**config.mk**
```make
export PLATFORM = sky130hd
export DESIGN_NAME = bgr_hue_saturation_flat
export DESIGN_NICKNAME = d
export VERILOG_FILES = /design/src/rtl/core/bhs_pkg.sv /design/src/rtl/core/bhs_ifs.sv /design/src/rtl/core/bhs_div.sv /design/src/rtl/core/bgr_hue_saturation.sv /design/src/flat_wrapper.sv
export SDC_FILE = /design/constraint.sdc
export NUM_CORES = 2
export LEC_CHECK = 0
export BUFFER_PORTS_ARGS = -buffer_cell sky130_fd_sc_hd__clkbuf_2
export CAP_MARGIN = 10
export CORE_UTILIZATION = 64
export DETAILED_ROUTE_END_ITERATION = 8
export PLACE_DENSITY_LB_ADDON = 0.25
export SLEW_MARGIN = 20
export SYNTH_ARGS = -nofsm -noshare
export SYNTH_HDL_FRONTEND = slang
export SYNTH_HIERARCHICAL = 1
export SYNTH_SLANG_ARGS = --single-unit
```
**constraint.sdc**
```tcl
create_clock -name clk -period 17.6 [get_ports clk]
set_clock_uncertainty 0.15 [all_clocks]
set_input_delay 1.76 -clock clk [delete_from_list [all_inputs] [get_ports clk]]
set_output_delay 1.76 -clock clk [all_outputs]
set_load 0.03 [all_outputs]
```
**src/rtl/core/bhs_pkg.sv**
```systemverilog
// types and constants shared by the hue and saturation pipeline
package bhs_pkg;

	localparam int CHAN_W = 16;
	localparam int HUE_W  = 17;
	localparam int SAT_W  = 17;
	localparam int BASE_W = 15;
	localparam int IDX_W  = 8;
	localparam int DATA_W = 16;

	// quotient bits of both dividers, enough for a sat quotient of 65536
	localparam int QUOT_W   = 17;
	localparam int HNUM_W   = 28;
	localparam int SNUM_W   = 32;

	localparam logic [IDX_W-1:0] REG_BASE_LEVEL      = 8'd0;
	localparam logic [IDX_W-1:0] REG_NEAR_ZERO_LIMIT = 8'd1;

	localparam logic [1:0] SEC_RED   = 2'd0;
	localparam logic [1:0] SEC_GREEN = 2'd1;
	localparam logic [1:0] SEC_BLUE  = 2'd2;

	localparam logic signed [HUE_W-1:0] HUE_BASE_GREEN = 17'sd7680;
	localparam logic signed [HUE_W-1:0] HUE_BASE_BLUE  = -17'sd7680;
	localparam logic signed [HUE_W-1:0] HUE_HALF_TURN  = 17'sd11520;
	localparam logic signed [HUE_W-1:0] HUE_FULL_TURN  = 17'sd23040;
	localparam logic [SAT_W-1:0]        SAT_ONE        = 17'd65536;

	localparam logic [BASE_W-1:0] BASE_LEVEL_RST = 15'd0;
	localparam logic [CHAN_W-1:0] NEAR_ZERO_RST  = 16'd1;

	typedef struct packed {
		logic [1:0] sec;
		logic       neg;
		logic       rz;
		logic       undef;
		logic       satz;
	} side_t;

endpackage

```
**src/rtl/core/bhs_ifs.sv**
```systemverilog
// pixel, result and register write channels

interface bhs_pix_if;
	logic                         valid;
	logic                         ready;
	logic [bhs_pkg::CHAN_W-1:0]   chan_blue;
	logic [bhs_pkg::CHAN_W-1:0]   chan_green;
	logic [bhs_pkg::CHAN_W-1:0]   chan_red;

	modport source (output valid, chan_blue, chan_green, chan_red, input ready);
	modport sink   (input valid, chan_blue, chan_green, chan_red, output ready);
endinterface

interface bhs_res_if;
	logic                               valid;
	logic                               ready;
	logic signed [bhs_pkg::HUE_W-1:0]   hue_deg;
	logic [bhs_pkg::SAT_W-1:0]          sat_frac;
	logic                               hue_undefined;

	modport source (output valid, hue_deg, sat_frac, hue_undefined, input ready);
	modport sink   (input valid, hue_deg, sat_frac, hue_undefined, output ready);
endinterface

interface bhs_cfg_if;
	logic                         valid;
	logic                         ready;
	logic [bhs_pkg::IDX_W-1:0]    index;
	logic [bhs_pkg::DATA_W-1:0]   data;

	modport source (output valid, index, data, input ready);
	modport sink   (input valid, index, data, output ready);
endinterface

```
**src/rtl/core/bhs_div.sv**
```systemverilog
// pipelined restoring divider, one quotient bit per stage
module bhs_div #(
	parameter int NW = 32,
	parameter int QW = 17
) (
	input  logic                        clk,
	input  logic [QW-1:0]               en,
	input  logic [NW-1:0]               num,
	input  logic [bhs_pkg::CHAN_W-1:0]  den,
	output logic [QW-1:0]               quot
);

	localparam int RW = bhs_pkg::CHAN_W;

	logic [RW-1:0] rem_s [QW];
	logic [QW-1:0] wq_s  [QW];
	logic [RW-1:0] den_s [QW];

	genvar k;
	generate
		for (k = 0; k < QW; k++) begin : g_step
			logic [RW-1:0] rem_in;
			logic [QW-1:0] wq_in;
			logic [RW-1:0] den_in;
			logic [RW:0]   trial;
			logic [RW:0]   trial_sub;
			logic          ge;

			if (k == 0) begin : g_first
				assign rem_in = RW'(num[NW-1:QW]);
				assign wq_in  = num[QW-1:0];
				assign den_in = den;
			end else begin : g_next
				assign rem_in = rem_s[k-1];
				assign wq_in  = wq_s[k-1];
				assign den_in = den_s[k-1];
			end

			assign trial     = {rem_in, wq_in[QW-1]};
			assign ge        = trial >= {1'b0, den_in};
			assign trial_sub = trial - {1'b0, den_in};

			always_ff @(posedge clk) begin
				if (en[k]) begin
					rem_s[k] <= ge ? trial_sub[RW-1:0] : trial[RW-1:0];
					wq_s[k]  <= {wq_in[QW-2:0], ge};
					den_s[k] <= den_in;
				end
			end
		end
	endgenerate

	assign quot = wq_s[QW-1];

endmodule

```
**src/rtl/core/bgr_hue_saturation.sv**
```systemverilog
// hue and saturation of one blue, green, red pixel
// an input transfer passes s1 to s4, the divider stages, s5 and s6 before its result is valid
// one pixel per cycle while the output is not stalled; two 17-stage dividers set the depth
// a stalled output holds its result while bubbles ahead of it still fill
// arst_n clears all valid bits and loads base_level 0, near_zero_limit 1
module bgr_hue_saturation (
	input  logic        clk,
	input  logic        arst_n,
	bhs_cfg_if.sink     cfg,
	bhs_pix_if.sink     pix,
	bhs_res_if.source   res
);

	localparam int NDIV = bhs_pkg::QUOT_W;

	logic signed [bhs_pkg::BASE_W-1:0] base_level_q;
	logic [bhs_pkg::CHAN_W-1:0]        limit_q;

	// enables
	logic            en1, en2, en3, en4, en5, en6;
	logic [NDIV-1:0] en_div;

	// stage registers
	logic v_s1, v_s2, v_s3, v_s4, v_s5, v_s6;
	logic [NDIV-1:0] v_div;

	logic [bhs_pkg::CHAN_W-1:0] b_s1, g_s1, r_s1;

	logic [bhs_pkg::CHAN_W-1:0] mx_s2, mn_s2, pa_s2, pb_s2;
	logic [1:0]                 sec_s2;

	logic [bhs_pkg::CHAN_W-1:0] mx_s3, mn_s3, range_s3;
	logic signed [bhs_pkg::CHAN_W:0] diff_s3;
	logic [1:0]                 sec_s3;

	logic [bhs_pkg::HNUM_W-1:0] hnum_s4;
	logic [bhs_pkg::SNUM_W-1:0] snum_s4;
	logic [bhs_pkg::CHAN_W-1:0] hden_s4, sden_s4;
	bhs_pkg::side_t             side_s4;

	bhs_pkg::side_t side_div [NDIV];

	logic signed [bhs_pkg::HUE_W-1:0] hue_s5, hue_wrap_s5;
	logic [bhs_pkg::SAT_W-1:0]        sat_s5;
	logic                             undef_s5;

	logic signed [bhs_pkg::HUE_W-1:0] hue_s6;
	logic [bhs_pkg::SAT_W-1:0]        sat_s6;
	logic                             undef_s6;

	// combinational
	logic [bhs_pkg::CHAN_W-1:0] mx_c, mn_c, pa_c, pb_c;
	logic [1:0]                 sec_c;
	logic [bhs_pkg::CHAN_W-1:0] mag_c;
	logic [bhs_pkg::HNUM_W-1:0] hnum_c;
	logic [bhs_pkg::QUOT_W-1:0] hq, sq;
	logic [11:0]                off_c;
	logic signed [bhs_pkg::HUE_W-1:0] soff_c, base_c, hue_c, thr_c;

	// register writes
	assign cfg.ready = 1'b1;

	always_ff @(posedge clk or negedge arst_n) begin
		if (!arst_n) begin
			base_level_q <= bhs_pkg::BASE_LEVEL_RST;
			limit_q      <= bhs_pkg::NEAR_ZERO_RST;
		end else if (cfg.valid) begin
			if (cfg.index == bhs_pkg::REG_BASE_LEVEL) begin
				base_level_q <= cfg.data[bhs_pkg::BASE_W-1:0];
			end
			if (cfg.index == bhs_pkg::REG_NEAR_ZERO_LIMIT) begin
				limit_q <= cfg.data;
			end
		end
	end

	// ready chain, each stage moves when empty or when the next one moves
	assign en6 = !v_s6 || res.ready;
	assign en5 = !v_s5 || en6;
	assign en_div[NDIV-1] = !v_div[NDIV-1] || en5;
	genvar k;
	generate
		for (k = 0; k < NDIV - 1; k++) begin : g_en
			assign en_div[k] = !v_div[k] || en_div[k+1];
		end
	endgenerate
	assign en4 = !v_s4 || en_div[0];
	assign en3 = !v_s3 || en4;
	assign en2 = !v_s2 || en3;
	assign en1 = !v_s1 || en2;
	assign pix.ready = en1;

	always_ff @(posedge clk or negedge arst_n) begin
		if (!arst_n) begin
			v_s1  <= 1'b0;
			v_s2  <= 1'b0;
			v_s3  <= 1'b0;
			v_s4  <= 1'b0;
			v_div <= '0;
			v_s5  <= 1'b0;
			v_s6  <= 1'b0;
		end else begin
			if (en1) v_s1 <= pix.valid;
			if (en2) v_s2 <= v_s1;
			if (en3) v_s3 <= v_s2;
			if (en4) v_s4 <= v_s3;
			if (en_div[0]) v_div[0] <= v_s4;
			for (int i = 1; i < NDIV; i++) begin
				if (en_div[i]) v_div[i] <= v_div[i-1];
			end
			if (en5) v_s5 <= v_div[NDIV-1];
			if (en6) v_s6 <= v_s5;
		end
	end

	// s1: input capture
	always_ff @(posedge clk) begin
		if (en1) begin
			b_s1 <= pix.chan_blue;
			g_s1 <= pix.chan_green;
			r_s1 <= pix.chan_red;
		end
	end

	// s2: max, min and sector
	always_comb begin
		mx_c = b_s1;
		mn_c = b_s1;
		if (g_s1 > mx_c) mx_c = g_s1;
		if (r_s1 > mx_c) mx_c = r_s1;
		if (g_s1 < mn_c) mn_c = g_s1;
		if (r_s1 < mn_c) mn_c = r_s1;
		priority if (r_s1 == mx_c) begin
			sec_c = bhs_pkg::SEC_RED;
			pa_c  = g_s1;
			pb_c  = b_s1;
		end else if (g_s1 == mx_c) begin
			sec_c = bhs_pkg::SEC_GREEN;
			pa_c  = b_s1;
			pb_c  = r_s1;
		end else begin
			sec_c = bhs_pkg::SEC_BLUE;
			pa_c  = r_s1;
			pb_c  = g_s1;
		end
	end

	always_ff @(posedge clk) begin
		if (en2) begin
			mx_s2  <= mx_c;
			mn_s2  <= mn_c;
			pa_s2  <= pa_c;
			pb_s2  <= pb_c;
			sec_s2 <= sec_c;
		end
	end

	// s3: range and channel difference
	always_ff @(posedge clk) begin
		if (en3) begin
			mx_s3    <= mx_s2;
			mn_s3    <= mn_s2;
			range_s3 <= mx_s2 - mn_s2;
			diff_s3  <= $signed({1'b0, pa_s2}) - $signed({1'b0, pb_s2});
			sec_s3   <= sec_s2;
		end
	end

	// s4: magnitude times sixty degrees, flags
	assign mag_c  = diff_s3[bhs_pkg::CHAN_W] ? bhs_pkg::CHAN_W'(-diff_s3)
	                                         : diff_s3[bhs_pkg::CHAN_W-1:0];
	assign hnum_c = {mag_c, 12'd0} - {4'd0, mag_c, 8'd0};

	always_ff @(posedge clk) begin
		if (en4) begin
			hnum_s4       <= hnum_c;
			snum_s4       <= {mn_s3, 16'd0};
			hden_s4       <= range_s3;
			sden_s4       <= mx_s3;
			side_s4.sec   <= sec_s3;
			side_s4.neg   <= diff_s3[bhs_pkg::CHAN_W];
			side_s4.rz    <= range_s3 == '0;
			side_s4.undef <= range_s3 < limit_q;
			side_s4.satz  <= (mx_s3 < limit_q) || (mx_s3 == '0);
		end
	end

	bhs_div #(
		.NW (bhs_pkg::HNUM_W),
		.QW (NDIV)
	) u_hue_div (
		.clk  (clk),
		.en   (en_div),
		.num  (hnum_s4),
		.den  (hden_s4),
		.quot (hq)
	);

	bhs_div #(
		.NW (bhs_pkg::SNUM_W),
		.QW (NDIV)
	) u_sat_div (
		.clk  (clk),
		.en   (en_div),
		.num  (snum_s4),
		.den  (sden_s4),
		.quot (sq)
	);

	always_ff @(posedge clk) begin
		if (en_div[0]) side_div[0] <= side_s4;
		for (int i = 1; i < NDIV; i++) begin
			if (en_div[i]) side_div[i] <= side_div[i-1];
		end
	end

	// s5: sector base plus signed offset, saturation
	assign off_c  = side_div[NDIV-1].rz ? 12'd0 : hq[11:0];
	assign soff_c = side_div[NDIV-1].neg ? -$signed({5'd0, off_c})
	                                     : $signed({5'd0, off_c});

	always_comb begin
		unique case (side_div[NDIV-1].sec)
			bhs_pkg::SEC_GREEN: base_c = bhs_pkg::HUE_BASE_GREEN;
			bhs_pkg::SEC_BLUE:  base_c = bhs_pkg::HUE_BASE_BLUE;
			default:            base_c = '0;
		endcase
	end

	assign hue_c = base_c + soff_c;

	always_ff @(posedge clk) begin
		if (en5) begin
			hue_s5      <= hue_c;
			hue_wrap_s5 <= hue_c + bhs_pkg::HUE_FULL_TURN;
			sat_s5      <= side_div[NDIV-1].satz ? '0 : bhs_pkg::SAT_ONE - sq;
			undef_s5    <= side_div[NDIV-1].undef;
		end
	end

	// s6: wrap test and output register
	assign thr_c = bhs_pkg::HUE_W'(base_level_q) - bhs_pkg::HUE_HALF_TURN;

	always_ff @(posedge clk) begin
		if (en6) begin
			priority if (undef_s5) begin
				hue_s6 <= '0;
			end else if (hue_s5 < thr_c) begin
				hue_s6 <= hue_wrap_s5;
			end else begin
				hue_s6 <= hue_s5;
			end
			sat_s6   <= sat_s5;
			undef_s6 <= undef_s5;
		end
	end

	assign res.valid         = v_s6;
	assign res.hue_deg       = hue_s6;
	assign res.sat_frac      = sat_s6;
	assign res.hue_undefined = undef_s6;

endmodule

```
**src/flat_wrapper.sv**
```systemverilog
// flat-port wrapper written by rule: the top's interface ports become plain ports
module bgr_hue_saturation_flat 
  (clk, arst_n, cfg_valid, cfg_index, cfg_data, cfg_ready, pix_valid, pix_chan_blue, pix_chan_green, pix_chan_red, pix_ready, res_valid, res_hue_deg, res_sat_frac, res_hue_undefined, res_ready);
  bhs_cfg_if cfg_i ();
  bhs_pix_if pix_i ();
  bhs_res_if res_i ();
  input  logic clk;
  input  logic arst_n;
  input wire logic [$bits(cfg_i.valid)-1:0] cfg_valid;
  input wire logic [$bits(cfg_i.index)-1:0] cfg_index;
  input wire logic [$bits(cfg_i.data)-1:0] cfg_data;
  output wire logic [$bits(cfg_i.ready)-1:0] cfg_ready;
  input wire logic [$bits(pix_i.valid)-1:0] pix_valid;
  input wire logic [$bits(pix_i.chan_blue)-1:0] pix_chan_blue;
  input wire logic [$bits(pix_i.chan_green)-1:0] pix_chan_green;
  input wire logic [$bits(pix_i.chan_red)-1:0] pix_chan_red;
  output wire logic [$bits(pix_i.ready)-1:0] pix_ready;
  output wire logic [$bits(res_i.valid)-1:0] res_valid;
  output wire logic [$bits(res_i.hue_deg)-1:0] res_hue_deg;
  output wire logic [$bits(res_i.sat_frac)-1:0] res_sat_frac;
  output wire logic [$bits(res_i.hue_undefined)-1:0] res_hue_undefined;
  input wire logic [$bits(res_i.ready)-1:0] res_ready;
  assign cfg_i.valid = cfg_valid;
  assign cfg_i.index = cfg_index;
  assign cfg_i.data = cfg_data;
  assign cfg_ready = cfg_i.ready;
  assign pix_i.valid = pix_valid;
  assign pix_i.chan_blue = pix_chan_blue;
  assign pix_i.chan_green = pix_chan_green;
  assign pix_i.chan_red = pix_chan_red;
  assign pix_ready = pix_i.ready;
  assign res_valid = res_i.valid;
  assign res_hue_deg = res_i.hue_deg;
  assign res_sat_frac = res_i.sat_frac;
  assign res_hue_undefined = res_i.hue_undefined;
  assign res_i.ready = res_ready;
  bgr_hue_saturation u_core (.clk(clk), .arst_n(arst_n), .cfg(cfg_i), .pix(pix_i), .res(res_i));
endmodule
```
# Yosys cells after proc, flatten, opt, wreduce, memory -nomap -nowiden
# Memory sizes are Yosys's and may differ from the RTL's.
# Cells that the tools add are included.
# classes
n_reduce_logical,52
order_cmp,41
muxes,82
eq_ne,5
addsub,43
# ops
cell,count
$mux W16,43
$ge A17 B16 Y1,32
$sub A16 B16 Y16,34
$lt A16 B16 Y1,4
$mux W1,34
$mux W17,2
$pmux W17 S2,1
$eq A16 B16 Y1,2
$gt A16 B16 Y1,2
$logic_not A16 Y1,2
$sub A28 B24 Y28,1
$logic_or A1 B1 Y1,24
$logic_not A1 Y1,23
$add A17 B16 Y17 const B,1
$add A17 B17 Y17,1
$lt A17 B17 Y1,1
$neg A12 Y17,1
$sub A16 B16 Y17,1
$sub A17 B17 Y17 const A,1
$ge A12 B16 Y1,1
$ge A16 B16 Y1,1
$neg A16 Y16,1
$sub A12 B16 Y16,1
$sub A15 B15 Y16 const B,1
other kinds (7),8
# totals
input_bits,77
regBits,404
n_memories,7
ram_bits,1768
# mem_list
memory,depth,word_bits,rd,rd_ports_with_merged_regs,wr,line,source
u_core.u_hue_div.wq_s,17,17,17,0,17,bhs_div.sv:16,logic [QW-1:0] wq_s [QW];
u_core.u_sat_div.wq_s,17,17,17,0,17,bhs_div.sv:16,
u_core.u_hue_div.den_s,17,16,16,0,17,bhs_div.sv:17,logic [RW-1:0] den_s [QW];
u_core.u_hue_div.rem_s,17,16,16,0,17,bhs_div.sv:15,logic [RW-1:0] rem_s [QW];
u_core.u_sat_div.den_s,17,16,16,0,17,bhs_div.sv:17,
u_core.u_sat_div.rem_s,17,16,16,0,17,bhs_div.sv:15,
+1 memories,--,--,--,--,--,--,

# Depth between registers and ports, before layout
# depth
depth_word,24
ltp_mapped,25
mapped_depth_nobuf,20

# By module
# The synthesis kept the hierarchy.
# by_module_without_submodules
mod,cells_per_inst,area_each_um2,instances
bhs_div (u_core.u_sat_div),3230,40757.8,1
bhs_div (u_core.u_hue_div),3142,40460.1,1
bgr_hue_saturation,1739,23321.1,1

# Worst setup path before layout
# Ideal clock, no wire load.
# synth_timing
kind,input to output
startpoint,input res_ready
endpoint,output pix_ready
path_buffers,0
slack_ns,3.028
required_time_ns,15.690
cell_stages,11
arrival_time_ns,12.662
path_cell_list,nor2b_1 -> nand2_1 -> nor2_1 -> and2_0 -> nand4_1 -> nor2_1 -> inv_1 -> nor2_1 -> nand3_1 -> nor2_1 -> nand2_1
# synth_between
elab_chain_cells,23
# synth_rtl
element,line,source
"start, declared",flat_wrapper.sv:22,input wire logic [$bits(res_i.ready)-1:0] res_ready;
$logic_or A1 B1 Y1,bgr_hue_saturation.sv:78,assign en6 = !v_s6 || res.ready;
$logic_or A1 B1 Y1,bgr_hue_saturation.sv:79,assign en5 = !v_s5 || en6;
net u_core.en5,bgr_hue_saturation.sv:20,"logic en1, en2, en3, en4, en5, en6;"
$logic_or A1 B1 Y1,bgr_hue_saturation.sv:80,assign en_div[NDIV-1] = !v_div[NDIV-1] || en5;
$logic_or A1 B1 Y1 (12 in series),bgr_hue_saturation.sv:84,assign en_div[k] = !v_div[k] || en_div[k+1];
net u_core.en_div[4],bgr_hue_saturation.sv:21,logic [NDIV-1:0] en_div;
$logic_or A1 B1 Y1,bgr_hue_saturation.sv:84,
net u_core.en_div[3],bgr_hue_saturation.sv:21,
$logic_or A1 B1 Y1 (3 in series),bgr_hue_saturation.sv:84,
$logic_or A1 B1 Y1,bgr_hue_saturation.sv:87,assign en4 = !v_s4 || en_div[0];
$logic_or A1 B1 Y1,bgr_hue_saturation.sv:88,assign en3 = !v_s3 || en4;
net u_core.en3,bgr_hue_saturation.sv:20,
$logic_or A1 B1 Y1,bgr_hue_saturation.sv:89,assign en2 = !v_s2 || en3;
$logic_or A1 B1 Y1,bgr_hue_saturation.sv:90,assign en1 = !v_s1 || en2;
"end, declared",flat_wrapper.sv:17,output wire logic [$bits(pix_i.ready)-1:0] pix_ready;
# The timed path passes the listed nets, and every way through them passes these cells.

# Worst setup path after layout
# Same ends and word-level chain as after synthesis.

==> results by group <==
Place
  – Placed cells: 10140
  – Final GP Congestion: 0.9225
  – Port Buffers: 113
  – HPWL Detailed: about 160000 um

Detailed routing
  – Post-Route WL: between 200000 and 250000 um
  – WL/cell: roughly 20 um
  – Met3 Routed Length: 12100 um
  – Met2 wire length: 107200 um
  – Drt pass-1 iters: 6
  – M1 WL: 90150 um
  – Final ANT Viol Nets: 0
  – Max layer used: met5
  – DR vias: 63990
  – 1st-iter DRT viols: 4846
  – Via density per instance: about 6.1
  – DRC viols: 0

CTS
  – Worst-Skew Late Latency: about 0.85 ns
  – CTS root buf: clkbuf_16
  – CTS tree: done
  – H-tree depth: 4
  – Sink Count: just over 2000
  – Number of CTS-inserted buffers: 201
  – Resized Gates After CTS: 0
  – Post-CTS setup buffers: 0
  – Cts hold-fix bufs: 0
  – CTS max path bufs: 3
  – CTS clock-pin slew for the worst setup and hold paths: approximately 0.060 ns

GRT
  – Pin count of the biggest net entering global routing: a little under 80
  – Global-route wire length before repair: 336900 um
  – GRT overflow: 0
  – Initial antenna violation count: 11
  – Vias in the first global route: 62830
  – Total Routing Usage GR: 26.38%

Synthesis
  – Synthesized cell area: 0.1023 mm^2
  – Syn avg cell area: 12.73 um^2
  – Post-Synthesis Cells: between 8000 and 9000
  – Yosys Warn Count: 6

Timing
  – Slew @ Worst Pin: 1.013 ns
  – RSZ-0062 raised after global routing: no
  – Max-slew violation count: 0
  – FMAX: 118.1 MHz
  – Period Utilization, post-route: roughly 48%
  – Sum of negative setup slack: 0 ns
  – Final hold vios: 0
  – Tmin final: 8.469 ns
  – Setup Viol. Count Final: 0
  – Rel. slew slack: between 30% and 40%

Die
  – I/O pins: 115
  – Die area: 0.1614 mm^2
  – Core ar.: 0.1586 mm^2
  – Die H: about 400 um
  – Num rows: 146
  – Die width: 401.8 um
  – Initial Util: 64.50%

Critical path
  – Worst r2r src: u_core/b_s1[12]
  – Crit path required time: 15.69 ns
  – Worst r2r path cells: 19
  – R2r endpoint: u_core/pa_s2[12]
  – CP Class: in -> out
  – Crit path max fanout: 69
  – CP arrival: 6.56 ns
  – CP endpoint kind: output pin
  – Startpoint types: primary input
  – Flop2flop setup slack: 10.07 ns

Cells and area
  – Area growth, synth to finish: 9.830%
  – Layout cell share with drive strength beyond 1: 11.02%
  – Layout Nets: 9078
  – Fin cells: 10520

Worst hold path
  – Worst Hold Class: reg -> reg
  – Hold Crit Depth: 0
  – Hold endpoint: u_core/u_hue_div/wq_s[0][65]
  – Hold Startpoint: u_core/u_hue_div/wq_s[0][47]

Job
  – Maxcap violations: 0

Status
  – Status: finished clean
[routing by layer]
metal	global-route usage [%]	vias to the layer above
met2	45.75	1977
met3	4.264	396
met5	0	-
met4	8.156	4
met1	34.06	31260
li1	-	30360
[critical path, cell delays in order]
cell,delay (ns)
clkbuf_2,0.08
nor2b_1,0.34
nand2_2,0.08
buf_4,0.34
nor2_1,0.36
and2_0,0.50
nand4_1,0.15
buf_4,0.27
nor2_1,0.47
inv_4,0.34
nor2_1,0.50
nand3_4,0.10
buf_4,0.38
nor2_1,0.40
nand2_2,0.18
clkbuf_2,0.22
[cells in the final DEF, fill, tap and decap left out, drive strengths merged, types with 85 or more instances in the layout]
cell type	count
nand2	341
mux2	356
nor2	452
o21ai	377
xnor2	271
nand4	85
nor2b	118
nand2b	126
nor3	127
o21a	132
inv	867
mux2i	183
ha	690
xor2	161
a21oi	433
clkbuf	351
nand3	124
edfxtp	1962
a21o	153
[per-stage QoR]
step	hold WS, ns	utilization (%)	instance area [um^2]	setup slack [ns]
after floorplan	0.2503	-	102400	3.272
after global routing	0.2457	70.84	112300	8.649
after global placement	0.2513	66.49	105400	9.281
after CTS	0.2482	70.81	112300	9.080
final	0.2563	70.84	112300	9.131
after detailed placement	0.2545	66.49	105400	9.115
[how the worst max path moves through the flow]
stage	end	depth (start not counted)	slack [ns]	from
detailed placement	pix_ready	16	9.12	res_ready
CTS	pix_ready	16	9.08	res_ready
floorplan	pix_ready	11	3.27	res_ready
global route	pix_ready	16	8.65	res_ready
finish	pix_ready	16	9.13	res_ready
global placement	pix_ready	16	9.28	res_ready
[layout make-up]
| class | count | area [um^2] |
|---|---|---|
| Multi-Input combinational cell | 5038 | 38430 |
| Clock buffer | 238 | 5313 |
| Antenna cell | 5 | 12.51 |
| Clock inverter | 136 | 1540 |
| Tap cell | 2072 | 2592 |
| Fill cell | 10410 | 46230 |
| Inverter | 856 | 3228 |
| Timing Repair Buffer | 163 | 948.4 |
| Sequential cell | 2016 | 60270 |
[state kept, by name, summed over array words and instances, names as in the netlist, 20 cells and up]
register,flops
u_core/u_sat_div/wq_s,289
u_core/u_hue_div/den_s,256
u_core/hnum_s4,20
u_core/u_hue_div/rem_s,256
u_core/side_div,102
u_core/u_hue_div/wq_s,214
u_core/u_sat_div/rem_s,256
u_core/u_sat_div/den_s,256
Power is not shown: default switching activity piles up to over one toggle a cycle in this logic, so the estimate is an artifact.
